`src/design/med_pkg.sv`:
```
// ============================================================================
// med_pkg: shared types and constants of the envelope deframer
// Item and configuration structs, field tags, status codes, register indexes.
// ============================================================================
`default_nettype none

package med_pkg;

    // Register indexes on the configuration port
    localparam logic [7:0] CFG_IDX_VERSION_ONE = 8'd0;
    localparam logic [7:0] CFG_IDX_VERSION_TWO = 8'd1;
    localparam logic [7:0] CFG_IDX_MAX_ATTR    = 8'd2;
    localparam logic [7:0] CFG_IDX_MAX_FRAME   = 8'd3;

    // Register reset values
    localparam logic [7:0]  RST_VERSION_ONE = 8'd1;
    localparam logic [7:0]  RST_VERSION_TWO = 8'd2;
    localparam logic [15:0] RST_MAX_ATTR    = 16'd4096;
    localparam logic [24:0] RST_MAX_FRAME   = 25'd16777216;

    // Field tags
    localparam logic [4:0] FC_MAGIC      = 5'd0;
    localparam logic [4:0] FC_VERSION    = 5'd1;
    localparam logic [4:0] FC_SEQUENCE   = 5'd2;
    localparam logic [4:0] FC_TIMESTAMP  = 5'd3;
    localparam logic [4:0] FC_MSG_ID     = 5'd4;
    localparam logic [4:0] FC_TRACE_ID   = 5'd5;
    localparam logic [4:0] FC_PARENT_ID  = 5'd6;
    localparam logic [4:0] FC_TYPE_LEN   = 5'd7;
    localparam logic [4:0] FC_TYPE_TEXT  = 5'd8;
    localparam logic [4:0] FC_TRACE_LEN  = 5'd9;
    localparam logic [4:0] FC_TRACE_TEXT = 5'd10;
    localparam logic [4:0] FC_ATTR_COUNT = 5'd11;
    localparam logic [4:0] FC_KEY_LEN    = 5'd12;
    localparam logic [4:0] FC_KEY_TEXT   = 5'd13;
    localparam logic [4:0] FC_VAL_LEN    = 5'd14;
    localparam logic [4:0] FC_VAL_TEXT   = 5'd15;
    localparam logic [4:0] FC_PAY_LEN    = 5'd16;
    localparam logic [4:0] FC_PAY_BYTES  = 5'd17;
    localparam logic [4:0] FC_TRAILING   = 5'd18;
    localparam logic [4:0] FC_DISCARD    = 5'd19;

    // Status codes
    localparam logic [3:0] ST_OK          = 4'd0;
    localparam logic [3:0] ST_ACCEPTED    = 4'd1;
    localparam logic [3:0] ST_BAD_MAGIC   = 4'd2;
    localparam logic [3:0] ST_BAD_VERSION = 4'd3;
    localparam logic [3:0] ST_ZERO_ID     = 4'd4;
    localparam logic [3:0] ST_ATTRIBUTES  = 4'd5;
    localparam logic [3:0] ST_TRUNCATED   = 4'd6;
    localparam logic [3:0] ST_TRAILING    = 4'd7;
    localparam logic [3:0] ST_TOO_LONG    = 4'd8;

    // Frame constants
    localparam logic [7:0]  MAGIC_0     = 8'h47;  // 'G'
    localparam logic [7:0]  MAGIC_1     = 8'h58;  // 'X'
    localparam logic [7:0]  MAGIC_2     = 8'h45;  // 'E'
    localparam logic [4:0]  FIXED_BYTES = 5'd8;
    localparam logic [4:0]  ID_BYTES    = 5'd16;
    localparam logic [31:0] LEN_BYTES   = 32'd4;
    localparam logic [24:0] COUNT_MAX   = 25'h1FFFFFF;

    typedef struct packed {
        logic [7:0]  version_one_code;
        logic [7:0]  version_two_code;
        logic [15:0] max_attributes;
        logic [24:0] max_frame_bytes;
    } med_cfg_t;

    typedef struct packed {
        logic [4:0]  field_code;
        logic [7:0]  data_out;
        logic [23:0] byte_index;
        logic        frame_end;
        logic [3:0]  status;
    } med_item_t;

endpackage

`default_nettype wire

```
`src/design/med_front.sv`:
```
// ============================================================================
// med_front: envelope parser
// Accept one byte per cycle unless the queue is full; track the frame layout and tag each byte.
// ============================================================================
`default_nettype none

module med_front (
    input  wire logic               clk,
    input  wire logic               rst_n,
    input  wire med_pkg::med_cfg_t  cfg,
    input  wire logic               in_valid,
    output logic                    in_stall,
    input  wire logic [7:0]         data_byte,
    input  wire logic               last_byte,
    input  wire logic               q_full,
    output logic                    push,
    output med_pkg::med_item_t      push_item
);

    typedef enum logic [21:0] {
        PH_MAGIC0    = 22'h000001,
        PH_MAGIC1    = 22'h000002,
        PH_MAGIC2    = 22'h000004,
        PH_VERSION   = 22'h000008,
        PH_SEQ       = 22'h000010,
        PH_TIME      = 22'h000020,
        PH_ID_MSG    = 22'h000040,
        PH_ID_TRACE  = 22'h000080,
        PH_ID_PARENT = 22'h000100,
        PH_TYPE_LEN  = 22'h000200,
        PH_TYPE_STR  = 22'h000400,
        PH_TRACE_LEN = 22'h000800,
        PH_TRACE_STR = 22'h001000,
        PH_COUNT     = 22'h002000,
        PH_KEY_LEN   = 22'h004000,
        PH_KEY_STR   = 22'h008000,
        PH_VAL_LEN   = 22'h010000,
        PH_VAL_STR   = 22'h020000,
        PH_PAY_LEN   = 22'h040000,
        PH_PAY_STR   = 22'h080000,
        PH_DONE      = 22'h100000,
        PH_DISCARD   = 22'h200000
    } phase_t;

    function automatic logic [4:0] phase_code(input phase_t p);
        logic [4:0] c;
        c = med_pkg::FC_DISCARD;
        unique case (p)
            PH_SEQ:       c = med_pkg::FC_SEQUENCE;
            PH_TIME:      c = med_pkg::FC_TIMESTAMP;
            PH_ID_MSG:    c = med_pkg::FC_MSG_ID;
            PH_ID_TRACE:  c = med_pkg::FC_TRACE_ID;
            PH_ID_PARENT: c = med_pkg::FC_PARENT_ID;
            PH_TYPE_LEN:  c = med_pkg::FC_TYPE_LEN;
            PH_TYPE_STR:  c = med_pkg::FC_TYPE_TEXT;
            PH_TRACE_LEN: c = med_pkg::FC_TRACE_LEN;
            PH_TRACE_STR: c = med_pkg::FC_TRACE_TEXT;
            PH_COUNT:     c = med_pkg::FC_ATTR_COUNT;
            PH_KEY_LEN:   c = med_pkg::FC_KEY_LEN;
            PH_KEY_STR:   c = med_pkg::FC_KEY_TEXT;
            PH_VAL_LEN:   c = med_pkg::FC_VAL_LEN;
            PH_VAL_STR:   c = med_pkg::FC_VAL_TEXT;
            PH_PAY_LEN:   c = med_pkg::FC_PAY_LEN;
            PH_PAY_STR:   c = med_pkg::FC_PAY_BYTES;
            default:      c = med_pkg::FC_DISCARD;
        endcase
        return c;
    endfunction

    phase_t      phase_reg, phase_next;
    logic [31:0] remain_reg, remain_next;
    logic [31:0] acc_reg, acc_next;
    logic [15:0] attr_reg, attr_next;
    logic [24:0] count_reg, count_next;
    logic        two_reg, two_next;
    logic        trace_reg, trace_next;
    logic        idz_reg, idz_next;
    logic [3:0]  err_reg, err_next;

    logic        accept;
    logic        over;
    logic [31:0] acc_shift;
    logic [31:0] remain_dec;
    logic [15:0] attr_dec;
    logic [4:0]  fixed_size;
    logic        idz_upd;
    logic        set_err;
    logic [3:0]  err_val;
    logic        go_len;
    phase_t      len_phase;
    logic [4:0]  code;
    logic [23:0] offset;
    logic [3:0]  stat;

    assign in_stall = q_full;
    assign accept   = in_valid && !q_full;

    always_comb
    begin
        phase_next  = phase_reg;
        remain_next = remain_reg;
        acc_next    = acc_reg;
        attr_next   = attr_reg;
        two_next    = two_reg;
        trace_next  = trace_reg;
        idz_next    = idz_reg;
        err_next    = err_reg;
        code        = med_pkg::FC_DISCARD;
        offset      = 24'd0;
        stat        = med_pkg::ST_OK;
        set_err     = 1'b0;
        err_val     = med_pkg::ST_OK;
        go_len      = 1'b0;
        len_phase   = PH_TYPE_LEN;

        count_next = (count_reg < med_pkg::COUNT_MAX) ? count_reg + 25'd1 : count_reg;
        over       = count_next > cfg.max_frame_bytes;
        acc_shift  = {acc_reg[23:0], data_byte};
        remain_dec = (remain_reg != 32'd0) ? remain_reg - 32'd1 : remain_reg;
        attr_dec   = (attr_reg != 16'd0) ? attr_reg - 16'd1 : attr_reg;
        fixed_size = (phase_reg == PH_SEQ || phase_reg == PH_TIME) ?
                     med_pkg::FIXED_BYTES : med_pkg::ID_BYTES;
        idz_upd    = idz_reg && (data_byte == 8'd0);

        if (err_reg == med_pkg::ST_OK && over)
        begin
            set_err = 1'b1;
            err_val = med_pkg::ST_TOO_LONG;
        end
        else
        begin
            unique case (phase_reg) inside
                PH_MAGIC0:
                begin
                    code = med_pkg::FC_MAGIC;
                    offset = 24'd0;
                    if (data_byte != med_pkg::MAGIC_0)
                    begin
                        set_err = 1'b1;
                        err_val = med_pkg::ST_BAD_MAGIC;
                    end
                    else
                        phase_next = PH_MAGIC1;
                end
                PH_MAGIC1:
                begin
                    code = med_pkg::FC_MAGIC;
                    offset = 24'd1;
                    if (data_byte != med_pkg::MAGIC_1)
                    begin
                        set_err = 1'b1;
                        err_val = med_pkg::ST_BAD_MAGIC;
                    end
                    else
                        phase_next = PH_MAGIC2;
                end
                PH_MAGIC2:
                begin
                    code = med_pkg::FC_MAGIC;
                    offset = 24'd2;
                    if (data_byte != med_pkg::MAGIC_2)
                    begin
                        set_err = 1'b1;
                        err_val = med_pkg::ST_BAD_MAGIC;
                    end
                    else
                        phase_next = PH_VERSION;
                end
                PH_VERSION:
                begin
                    code = med_pkg::FC_VERSION;
                    trace_next = (data_byte == cfg.version_one_code);
                    two_next   = (data_byte == cfg.version_two_code);
                    if (!trace_next && !two_next)
                    begin
                        set_err = 1'b1;
                        err_val = med_pkg::ST_BAD_VERSION;
                    end
                    else
                    begin
                        phase_next  = PH_SEQ;
                        remain_next = 32'(med_pkg::FIXED_BYTES);
                    end
                end
                PH_SEQ, PH_TIME, PH_ID_MSG, PH_ID_TRACE, PH_ID_PARENT:
                begin
                    code = phase_code(phase_reg);
                    offset = 24'(fixed_size - remain_reg[4:0]);
                    idz_next = idz_upd;
                    remain_next = remain_dec;
                    if (remain_dec == 32'd0)
                    begin
                        if ((phase_reg == PH_ID_MSG || phase_reg == PH_ID_TRACE) && idz_upd)
                        begin
                            set_err = 1'b1;
                            err_val = med_pkg::ST_ZERO_ID;
                        end
                        else if (phase_reg == PH_SEQ)
                        begin
                            phase_next  = PH_TIME;
                            remain_next = 32'(med_pkg::FIXED_BYTES);
                        end
                        else if (phase_reg == PH_TIME && two_reg)
                        begin
                            phase_next  = PH_ID_MSG;
                            remain_next = 32'(med_pkg::ID_BYTES);
                            idz_next    = 1'b1;
                        end
                        else if (phase_reg == PH_ID_MSG || phase_reg == PH_ID_TRACE)
                        begin
                            phase_next  = (phase_reg == PH_ID_MSG) ? PH_ID_TRACE : PH_ID_PARENT;
                            remain_next = 32'(med_pkg::ID_BYTES);
                            idz_next    = 1'b1;
                        end
                        else
                        begin
                            go_len    = 1'b1;
                            len_phase = PH_TYPE_LEN;
                        end
                    end
                end
                PH_TYPE_LEN, PH_TRACE_LEN, PH_COUNT, PH_KEY_LEN, PH_VAL_LEN, PH_PAY_LEN:
                begin
                    code = phase_code(phase_reg);
                    offset = 24'(med_pkg::LEN_BYTES - remain_reg);
                    acc_next = acc_shift;
                    remain_next = remain_dec;
                    if (remain_dec == 32'd0)
                    begin
                        if (phase_reg == PH_COUNT)
                        begin
                            if (acc_shift > {16'd0, cfg.max_attributes})
                            begin
                                set_err = 1'b1;
                                err_val = med_pkg::ST_ATTRIBUTES;
                            end
                            else
                            begin
                                attr_next = acc_shift[15:0];
                                go_len    = 1'b1;
                                len_phase = (acc_shift != 32'd0) ? PH_KEY_LEN : PH_PAY_LEN;
                            end
                        end
                        else if (acc_shift != 32'd0)
                        begin
                            // enter the text that follows this length
                            remain_next = acc_shift;
                            unique case (phase_reg)
                                PH_TYPE_LEN:  phase_next = PH_TYPE_STR;
                                PH_TRACE_LEN: phase_next = PH_TRACE_STR;
                                PH_KEY_LEN:   phase_next = PH_KEY_STR;
                                PH_VAL_LEN:   phase_next = PH_VAL_STR;
                                default:      phase_next = PH_PAY_STR;
                            endcase
                        end
                        else
                        begin
                            // empty text: skip straight past it
                            go_len = 1'b1;
                            unique case (phase_reg)
                                PH_TYPE_LEN:  len_phase = trace_reg ? PH_TRACE_LEN : PH_COUNT;
                                PH_TRACE_LEN: len_phase = PH_COUNT;
                                PH_KEY_LEN:   len_phase = PH_VAL_LEN;
                                PH_VAL_LEN:
                                begin
                                    attr_next = attr_dec;
                                    len_phase = (attr_dec != 16'd0) ? PH_KEY_LEN : PH_PAY_LEN;
                                end
                                default:
                                begin
                                    go_len      = 1'b0;
                                    phase_next  = PH_DONE;
                                    remain_next = 32'd0;
                                end
                            endcase
                        end
                    end
                end
                PH_TYPE_STR, PH_TRACE_STR, PH_KEY_STR, PH_VAL_STR, PH_PAY_STR:
                begin
                    code = phase_code(phase_reg);
                    offset = 24'(acc_reg - remain_reg);
                    remain_next = remain_dec;
                    if (remain_dec == 32'd0)
                    begin
                        go_len = 1'b1;
                        unique case (phase_reg)
                            PH_TYPE_STR:  len_phase = trace_reg ? PH_TRACE_LEN : PH_COUNT;
                            PH_TRACE_STR: len_phase = PH_COUNT;
                            PH_KEY_STR:   len_phase = PH_VAL_LEN;
                            PH_VAL_STR:
                            begin
                                attr_next = attr_dec;
                                len_phase = (attr_dec != 16'd0) ? PH_KEY_LEN : PH_PAY_LEN;
                            end
                            default:
                            begin
                                go_len      = 1'b0;
                                phase_next  = PH_DONE;
                                remain_next = 32'd0;
                            end
                        endcase
                    end
                end
                PH_DONE:
                begin
                    code = med_pkg::FC_TRAILING;
                    set_err = 1'b1;
                    err_val = med_pkg::ST_TRAILING;
                end
                default:
                begin
                    code = med_pkg::FC_DISCARD;
                end
            endcase
        end

        if (go_len)
        begin
            phase_next  = len_phase;
            remain_next = med_pkg::LEN_BYTES;
            acc_next    = 32'd0;
        end

        if (set_err)
        begin
            err_next    = err_val;
            phase_next  = PH_DISCARD;
            remain_next = 32'd0;
        end

        if (last_byte)
        begin
            if (over)
                stat = med_pkg::ST_TOO_LONG;
            else if (err_next != med_pkg::ST_OK)
                stat = err_next;
            else if (phase_next == PH_DONE)
                stat = med_pkg::ST_ACCEPTED;
            else
                stat = med_pkg::ST_TRUNCATED;
            // return to the idle frame state
            phase_next  = PH_MAGIC0;
            remain_next = 32'd0;
            acc_next    = 32'd0;
            attr_next   = 16'd0;
            count_next  = 25'd0;
            two_next    = 1'b0;
            trace_next  = 1'b0;
            idz_next    = 1'b1;
            err_next    = med_pkg::ST_OK;
        end
    end

    always_ff @(posedge clk or negedge rst_n)
    begin
        if (!rst_n)
        begin
            phase_reg  <= PH_MAGIC0;
            remain_reg <= 32'd0;
            acc_reg    <= 32'd0;
            attr_reg   <= 16'd0;
            count_reg  <= 25'd0;
            two_reg    <= 1'b0;
            trace_reg  <= 1'b0;
            idz_reg    <= 1'b1;
            err_reg    <= med_pkg::ST_OK;
        end
        else if (accept)
        begin
            phase_reg  <= phase_next;
            remain_reg <= remain_next;
            acc_reg    <= acc_next;
            attr_reg   <= attr_next;
            count_reg  <= count_next;
            two_reg    <= two_next;
            trace_reg  <= trace_next;
            idz_reg    <= idz_next;
            err_reg    <= err_next;
        end
    end

    assign push                 = accept;
    assign push_item.field_code = code;
    assign push_item.data_out   = data_byte;
    assign push_item.byte_index = offset;
    assign push_item.frame_end  = last_byte;
    assign push_item.status     = stat;

endmodule

`default_nettype wire

```
`src/design/med_queue.sv`:
```
// ============================================================================
// med_queue: tagged item queue
// Short FIFO that decouples the parser from the output stage.
// ============================================================================
`default_nettype none

module med_queue #(
    parameter int DEPTH = 2
) (
    input  wire logic                clk,
    input  wire logic                rst_n,
    input  wire logic                push,
    input  wire med_pkg::med_item_t  push_item,
    input  wire logic                pop,
    output logic                     full,
    output logic                     head_valid,
    output med_pkg::med_item_t       head_item
);

    localparam int PTR_W = (DEPTH > 1) ? $clog2(DEPTH) : 1;
    localparam int CNT_W = $clog2(DEPTH + 1);

    med_pkg::med_item_t mem [DEPTH];

    logic [PTR_W-1:0] wr_ptr_reg, wr_ptr_next;
    logic [PTR_W-1:0] rd_ptr_reg, rd_ptr_next;
    logic [CNT_W-1:0] fill_reg, fill_next;

    assign full       = (fill_reg == CNT_W'(DEPTH));
    assign head_valid = (fill_reg != '0);
    assign head_item  = mem[rd_ptr_reg];

    always_comb
    begin
        wr_ptr_next = wr_ptr_reg;
        rd_ptr_next = rd_ptr_reg;
        fill_next   = fill_reg;
        if (push)
            wr_ptr_next = (wr_ptr_reg == PTR_W'(DEPTH - 1)) ? '0 : wr_ptr_reg + 1'b1;
        if (pop)
            rd_ptr_next = (rd_ptr_reg == PTR_W'(DEPTH - 1)) ? '0 : rd_ptr_reg + 1'b1;
        if (push && !pop)
            fill_next = fill_reg + 1'b1;
        else if (pop && !push)
            fill_next = fill_reg - 1'b1;
    end

    always_ff @(posedge clk or negedge rst_n)
    begin
        if (!rst_n)
        begin
            wr_ptr_reg <= '0;
            rd_ptr_reg <= '0;
            fill_reg   <= '0;
        end
        else
        begin
            wr_ptr_reg <= wr_ptr_next;
            rd_ptr_reg <= rd_ptr_next;
            fill_reg   <= fill_next;
        end
    end

    always_ff @(posedge clk)
    begin
        if (push)
            mem[wr_ptr_reg] <= push_item;
    end

endmodule

`default_nettype wire

```
`src/design/med_back.sv`:
```
// ============================================================================
// med_back: result output stage
// Register the head of the queue and hold it while the receiver stalls.
// ============================================================================
`default_nettype none

module med_back (
    input  wire logic                clk,
    input  wire logic                rst_n,
    input  wire logic                head_valid,
    input  wire med_pkg::med_item_t  head_item,
    output logic                     pop,
    output logic                     out_valid,
    input  wire logic                out_stall,
    output med_pkg::med_item_t       out_item
);

    logic               valid_reg, valid_next;
    med_pkg::med_item_t item_reg;

    // load when the register is empty or its item leaves this cycle
    assign pop        = head_valid && (!valid_reg || !out_stall);
    assign valid_next = pop ? 1'b1 : (valid_reg && out_stall);

    always_ff @(posedge clk or negedge rst_n)
    begin
        if (!rst_n)
            valid_reg <= 1'b0;
        else
            valid_reg <= valid_next;
    end

    always_ff @(posedge clk)
    begin
        if (pop)
            item_reg <= head_item;
    end

    assign out_valid = valid_reg;
    assign out_item  = item_reg;

endmodule

`default_nettype wire

```
`src/design/message_envelope_deframer.sv`:
```
// ============================================================================
// message_envelope_deframer: message envelope parser, one byte per item
// Tags each frame byte with its envelope field and reports the frame status.
// ============================================================================
// Usage:
//   Input channel (in_valid / in_stall): one frame byte per item, with
//   last_byte set on the final byte of a frame. Output channel (out_valid /
//   out_stall): one tagged item per input byte, carrying field_code, the byte
//   itself, its offset within the field, frame_end and, on the frame's last
//   byte, the final status (too long if over the limit, else accepted or the first error found).
//   Configuration (cfg_valid / cfg_ready / cfg_index / cfg_data): cfg_ready is
//   always high; write only while no frame byte is in flight. Indexes beyond
//   the register list are ignored.
//   Throughput: one byte per cycle while in_stall is low; the parser
//   updates its phase and counters in the cycle an item is accepted.
//   Path: each accepted byte enters the queue, then the output register.
//   Stall: the output register holds its item while out_stall is high; the
//   queue behind it absorbs items until full, then in_stall rises.
//   Reset: registers return to their default values, the parser expects the
//   first magic byte and the queue and output stage are empty.
// ============================================================================
`default_nettype none

module message_envelope_deframer #(
    parameter int QUEUE_DEPTH = 2
) (
    input  wire logic        clk,
    input  wire logic        rst_n,
    // configuration write channel
    input  wire logic        cfg_valid,
    output logic             cfg_ready,
    input  wire logic [7:0]  cfg_index,
    input  wire logic [24:0] cfg_data,
    // input byte channel
    input  wire logic        in_valid,
    output logic             in_stall,
    input  wire logic [7:0]  data_byte,
    input  wire logic        last_byte,
    // result channel
    output logic             out_valid,
    input  wire logic        out_stall,
    output logic [4:0]       field_code,
    output logic [7:0]       data_out,
    output logic [23:0]      byte_index,
    output logic             frame_end,
    output logic [3:0]       status
);

    med_pkg::med_cfg_t  cfg_reg;
    med_pkg::med_item_t push_item;
    med_pkg::med_item_t head_item;
    med_pkg::med_item_t out_item;
    logic               push;
    logic               pop;
    logic               q_full;
    logic               head_valid;

    // Registers take a write in any cycle; the parser reads them directly.
    assign cfg_ready = 1'b1;

    always_ff @(posedge clk or negedge rst_n)
    begin
        if (!rst_n)
        begin
            cfg_reg.version_one_code <= med_pkg::RST_VERSION_ONE;
            cfg_reg.version_two_code <= med_pkg::RST_VERSION_TWO;
            cfg_reg.max_attributes   <= med_pkg::RST_MAX_ATTR;
            cfg_reg.max_frame_bytes  <= med_pkg::RST_MAX_FRAME;
        end
        else if (cfg_valid && cfg_ready)
        begin
            unique case (cfg_index)
                med_pkg::CFG_IDX_VERSION_ONE: cfg_reg.version_one_code <= cfg_data[7:0];
                med_pkg::CFG_IDX_VERSION_TWO: cfg_reg.version_two_code <= cfg_data[7:0];
                med_pkg::CFG_IDX_MAX_ATTR:    cfg_reg.max_attributes   <= cfg_data[15:0];
                med_pkg::CFG_IDX_MAX_FRAME:   cfg_reg.max_frame_bytes  <= cfg_data;
                default:                      cfg_reg <= cfg_reg;
            endcase
        end
    end

    // Front: accept and classify each byte, update the frame state.
    med_front u_front (
        .clk       (clk),
        .rst_n     (rst_n),
        .cfg       (cfg_reg),
        .in_valid  (in_valid),
        .in_stall  (in_stall),
        .data_byte (data_byte),
        .last_byte (last_byte),
        .q_full    (q_full),
        .push      (push),
        .push_item (push_item)
    );

    // Queue: lets the parser run on while the receiver stalls.
    med_queue #(
        .DEPTH (QUEUE_DEPTH)
    ) u_queue (
        .clk        (clk),
        .rst_n      (rst_n),
        .push       (push),
        .push_item  (push_item),
        .pop        (pop),
        .full       (q_full),
        .head_valid (head_valid),
        .head_item  (head_item)
    );

    // Back: registered output, held under stall.
    med_back u_back (
        .clk        (clk),
        .rst_n      (rst_n),
        .head_valid (head_valid),
        .head_item  (head_item),
        .pop        (pop),
        .out_valid  (out_valid),
        .out_stall  (out_stall),
        .out_item   (out_item)
    );

    assign field_code = out_item.field_code;
    assign data_out   = out_item.data_out;
    assign byte_index = out_item.byte_index;
    assign frame_end  = out_item.frame_end;
    assign status     = out_item.status;

endmodule

`default_nettype wire
```
`config.mk`:
```
export PLATFORM = sky130hd
export DESIGN_NAME = message_envelope_deframer
export DESIGN_NICKNAME = d
export VERILOG_FILES = /design/src/design/med_pkg.sv /design/src/design/med_front.sv /design/src/design/med_queue.sv /design/src/design/med_back.sv /design/src/design/message_envelope_deframer.sv
export SDC_FILE = /design/constraint.sdc
export NUM_CORES = 1
export LEC_CHECK = 0
export ABC_AREA = 1
export ABC_CLOCK_PERIOD_IN_PS = 6300
export BUFFER_PORTS_ARGS = -buffer_cell sky130_fd_sc_hd__buf_2
export CORE_ASPECT_RATIO = 0.8
export CORE_MARGIN = 8
export CORE_UTILIZATION = 55
export CTS_CLUSTER_DIAMETER = 40
export CTS_CLUSTER_SIZE = 8
export DETAILED_ROUTE_END_ITERATION = 8
export GPL_ROUTABILITY_DRIVEN = 0
export GPL_TIMING_DRIVEN = 0
export PLACE_DENSITY = 0.73
export SLEW_MARGIN = 20
export SYNTH_ARGS = -nofsm -noshare
export SYNTH_HDL_FRONTEND = slang
export SYNTH_SLANG_ARGS = --single-unit
```
`constraint.sdc`:
```
create_clock -name clk -period 6.3 [get_ports clk]
set_input_delay 0.63 -clock clk [delete_from_list [all_inputs] [get_ports clk]]
set_output_delay 0.63 -clock clk [all_outputs]
set_load 0.03 [all_outputs]
```
==> flow_results.org <==
** Setup path
- Startpoint type of the worst setup path :: flop
- WP data required :: 6.66 ns
- Startpoint-to-endpoint class of the critical path :: flop to flop
- Reg-to-reg critical path startpoint :: u_front.count_reg[3]
- Across all register-to-register paths, the minimum setup slack is 0.40 ns.
- End of the worst register-to-register path :: u_queue.mem[0][0]
- Critical-path maximum fanout :: 10
- Counting cells, the worst reg-to-reg path comes to 24.
- Data on the critical path arrives at its endpoint at 6.26 ns.
- The worst setup path is captured at a flop.

** Synthesis
- Mapped cell area :: 0.0197 mm^2
- The biggest area contributor in the post-synthesis netlist is dfrtp_1.
- Number of distinct library cell variants in the gate-level netlist after synthesis :: 63
- After synthesis, the largest area contributor takes up 23.1% of total cell area.
- Summing the sequential cell areas from Yosys gives 43.2% of the chip area.
- The synthesized design contains 314 register bits.
- By count the netlist is led by 656 x nand2_1, 300 x inv_1, 279 x nor2_1.
- In this run the mean area of a mapped cell was 7.60 um^2.
- Post-synthesis async set-or-reset flop share :: 59.9%
- Synthesis produced a netlist whose cell count is 2591.
- Cell with the most instances after synthesis :: nand2_1
- Ranked by total cell area, the synthesized netlist is headed by dfrtp_1 23%, edfxtp_1 19%, nand2_1 13%.
- Yosys warning count :: 0
- The synthesized design contains 126 enable-type register cells.
- The number of nets handed over by synthesis was 2709.
- The most used flip-flop cell after synthesis is dfrtp_1.

** CTS
- Once the clock tree was built, the resizer swapped 0 gates to a different size.
- Clock tree root buffer cell :: clkbuf_16
- Clock tree sinks :: 314
- Clock-pin transition on the worst setup and hold timing paths :: 0.05 ns
- Number of buffers inserted to repair setup after CTS :: 0
- Skew-Pair Late Insertion Delay :: 0.56 ns
- Hold bufs inserted after CTS :: 0
- Counting along the longest clock path gives a buffer depth of 3.
- TritonCTS clock tree :: yes
- The clock tree synthesis step divided the H-tree into 2 levels.
- Number of buffers created by CTS :: 50

** Timing
- Max-slew headroom at the worst pin :: 28.7%
- Setup repair after global routing left no endpoint under its margin.
- Across all setup checks in the final design, the least slack found is 0.399 ns.
- Hold Vio Cnt, Final :: 0
- Fin Setup TNS :: 0 ns
- Max-slew violation count :: 0
- Final period demand of the worst path :: 5.90 ns
- At the pin with the least slew margin, the transition time is 1.06 ns.
- Static timing analysis puts the maximum clock frequency at 169 MHz.
- For the final database, setup skew stands at 0.0220 ns.
- Final count of negative-setup-slack endpoints :: 0
- Dividing the final minimum period by the clock period gives 93.7%.

** Global routing
- Global-route wire length before repair :: 92900 um
- Global-route usage over all layers :: 27.6%
- Antenna violations before repair :: 0
- Entering global routing, the biggest net connects 71 pins.
- The via count of the first global-routing pass was 17900.
- Overflow after GRT :: 0

** Final layout
- Final cell utilization of the core :: 62.8%
- Final design area excluding fillers :: 0.0224 mm^2
- Count of antenna diodes in the layout :: 0
- Layout Cells excl Fill :: 3254
- Area added between synthesis and finish :: 13.7%
- The filler cells instantiated in the layout total 3088.
- In the final layout, the share of cells above drive strength 1 is 11.0%.
- The register with the most flip-flops in the layout has 84 of them.
- At the end of the flow, the number of nets in the layout was 2856.

** Placed design
- Placement-stage worst setup slack :: 0.0806 ns
- Buffers placed on the I/O ports in this run total 90.
- Area after detailed placement :: 0.0209 mm^2
- Placed Cells :: 3166
- Final HPWL DP :: 45000 um

** Drt
- In the final routed layout, each cell accounts on average for 18.1 um.
- # DRC :: 5
- Detail-routed via count per cell :: 5.83
- Routed vias :: 19000
- The pre-antenna-repair detailed-routing pass consisted of 9 iterations.
- The detail route stage leaves a number of antenna-violating nets equal to 0.
- After the first detailed-routing iteration, the DRC count stood at 2408.
- The routed design has 59000 um of wire.

** Job
- Max-cap violations in this run came to 0.

** Floorplanning
- Die H :: 185 um
- The floorplan step defined a die boundary enclosing 0.0421 mm^2.
- Initial cell density of the core :: 55.3%
- In this run the core area contains 62 standard-cell rows.
- Placeable core region :: 0.0356 mm^2
- Width of the die :: 228 um
- For this design the top-level I/O count stands at 92.

** Outcome
- The final reports fail on design-rule violations.
- Outcome :: finished, violations left

** Power
- Leakage power total :: 10.7 nW
- IR analysis of the VDD net gives a maximum drop of 0.291 mV.
- For this design the ratio of total power to cell area is 419 mW/mm^2.

** Hold path
- In this run the worst hold path is classified as input pin to async pin.
-- worst max-delay path, stage by stage (launching register included) --
cell and delay, ns:
dfrtp_1 0.38, inv_1 0.09, nor4_1 0.36, nand2_1 0.13, nor3_1 0.35, nand2_1 0.15, nor3_1 0.31, nand2_1 0.19
nor2_1 0.25, nand4_1 0.22, nor3_1 0.25, xor2_1 0.14, ha_1 0.32, nand4_1 0.18, nor3_1 0.22, o21ai_0 0.11
nand3_1 0.16, nand3_1 0.33, clkbuf_2 0.31, clkbuf_2 0.30, o211ai_1 0.30, nand4_1 0.17, nor2_1 0.14, nand3_1 0.10
a21oi_1 0.23
-- stage by stage --
stage                     hold slack [ns]  power [mW]
after detailed placement            0.474        6.83
after global placement              0.471        6.70
after global routing               0.0372        9.92
after CTS                          0.0214        9.31
after floorplan                     0.334        5.68
final                             0.00184        9.39
-- power by group --
part | switching [mW] | internal [mW] | total (mW) | leakage [nW]
Clock | 0.917 | 1.55 | 2.47 | 0.713
Combinational | 2.85 | 1.15 | 4.00 | 6.29
Sequential | 0.223 | 2.70 | 2.92 | 3.71
-- metal layers --
layer / wire [um] / track usage [%]
met5: 0 / 0
met4: 2030 / 9.92
met3: 7490 / 8.04
met2: 24600 / 41.2
met1: 24900 / 37.9
-- layout make-up --
cell class                 count  area, um^2  area share (%)
multi-input combinational   1874        9630            43.0
timing repair buffer          95         576            2.57
sequential                   314        8500            38.0
buffer                        82         380            1.70
inverter                     321        1210            5.39
clock inverter                 8        88.8           0.397
clock buffer                  80        1400            6.27
tap                          480         601            2.68
-- how the worst max path moves through the flow --
| stage | start | endpoint | depth (start not counted) |
|---|---|---|---|
| 4_1_cts | u_front.count_reg[3] | u_queue.mem[1][7] | 22 |
| 3_3_place_gp | u_front.count_reg[3] | u_queue.mem[0][7] | 22 |
| 5_1_grt | u_front.count_reg[3] | u_queue.mem[0][2] | 25 |
| 3_5_place_dp | u_front.count_reg[3] | u_queue.mem[1][7] | 22 |
| 6_report | u_front.count_reg[3] | u_queue.mem[0][0] | 24 |
| 2_1_floorplan | u_front.count_reg[3] | u_queue.mem[0][1] | 26 |
-- logic make-up (layout without fill, tap and decap cells) --
family	Yosys count	after routing	synth area share (%)
AOI/OAI and AO/OA	425	425	12.1
xor gates and xnor gates	51	51	2.27
adders and majority gates	71	71	4.55
buffers and inverters	403	586	8.04
DFF	314	314	43.2
muxes	1	1	0.0572
other	1	1	0.0190
and+or+nand+nor	1325	1325	29.9
-- cells in the final DEF (no fill, tap or decap), drive strengths merged, types with 3 or more instances in the layout --
cell	Yosys	routed
nand2	668	668
inv	316	316
nor2	301	301
nand3	217	217
o21ai	206	206
dfrtp	182	182
clkbuf	57	137
edfxtp	126	126
buf	25	120
a21oi	104	104
ha	70	70
o22ai	60	60
xor2	48	48
nor3	47	47
nand4	38	38
or2	21	21
nor4	20	20
o211ai	18	18
clkinv	5	10
o21a	9	9
dfstp	6	6
nand3b	5	5
a31oi	5	5
o2111ai	5	5
o31ai	4	4
xnor2	3	3
Power figures use the tool's default switching activity.
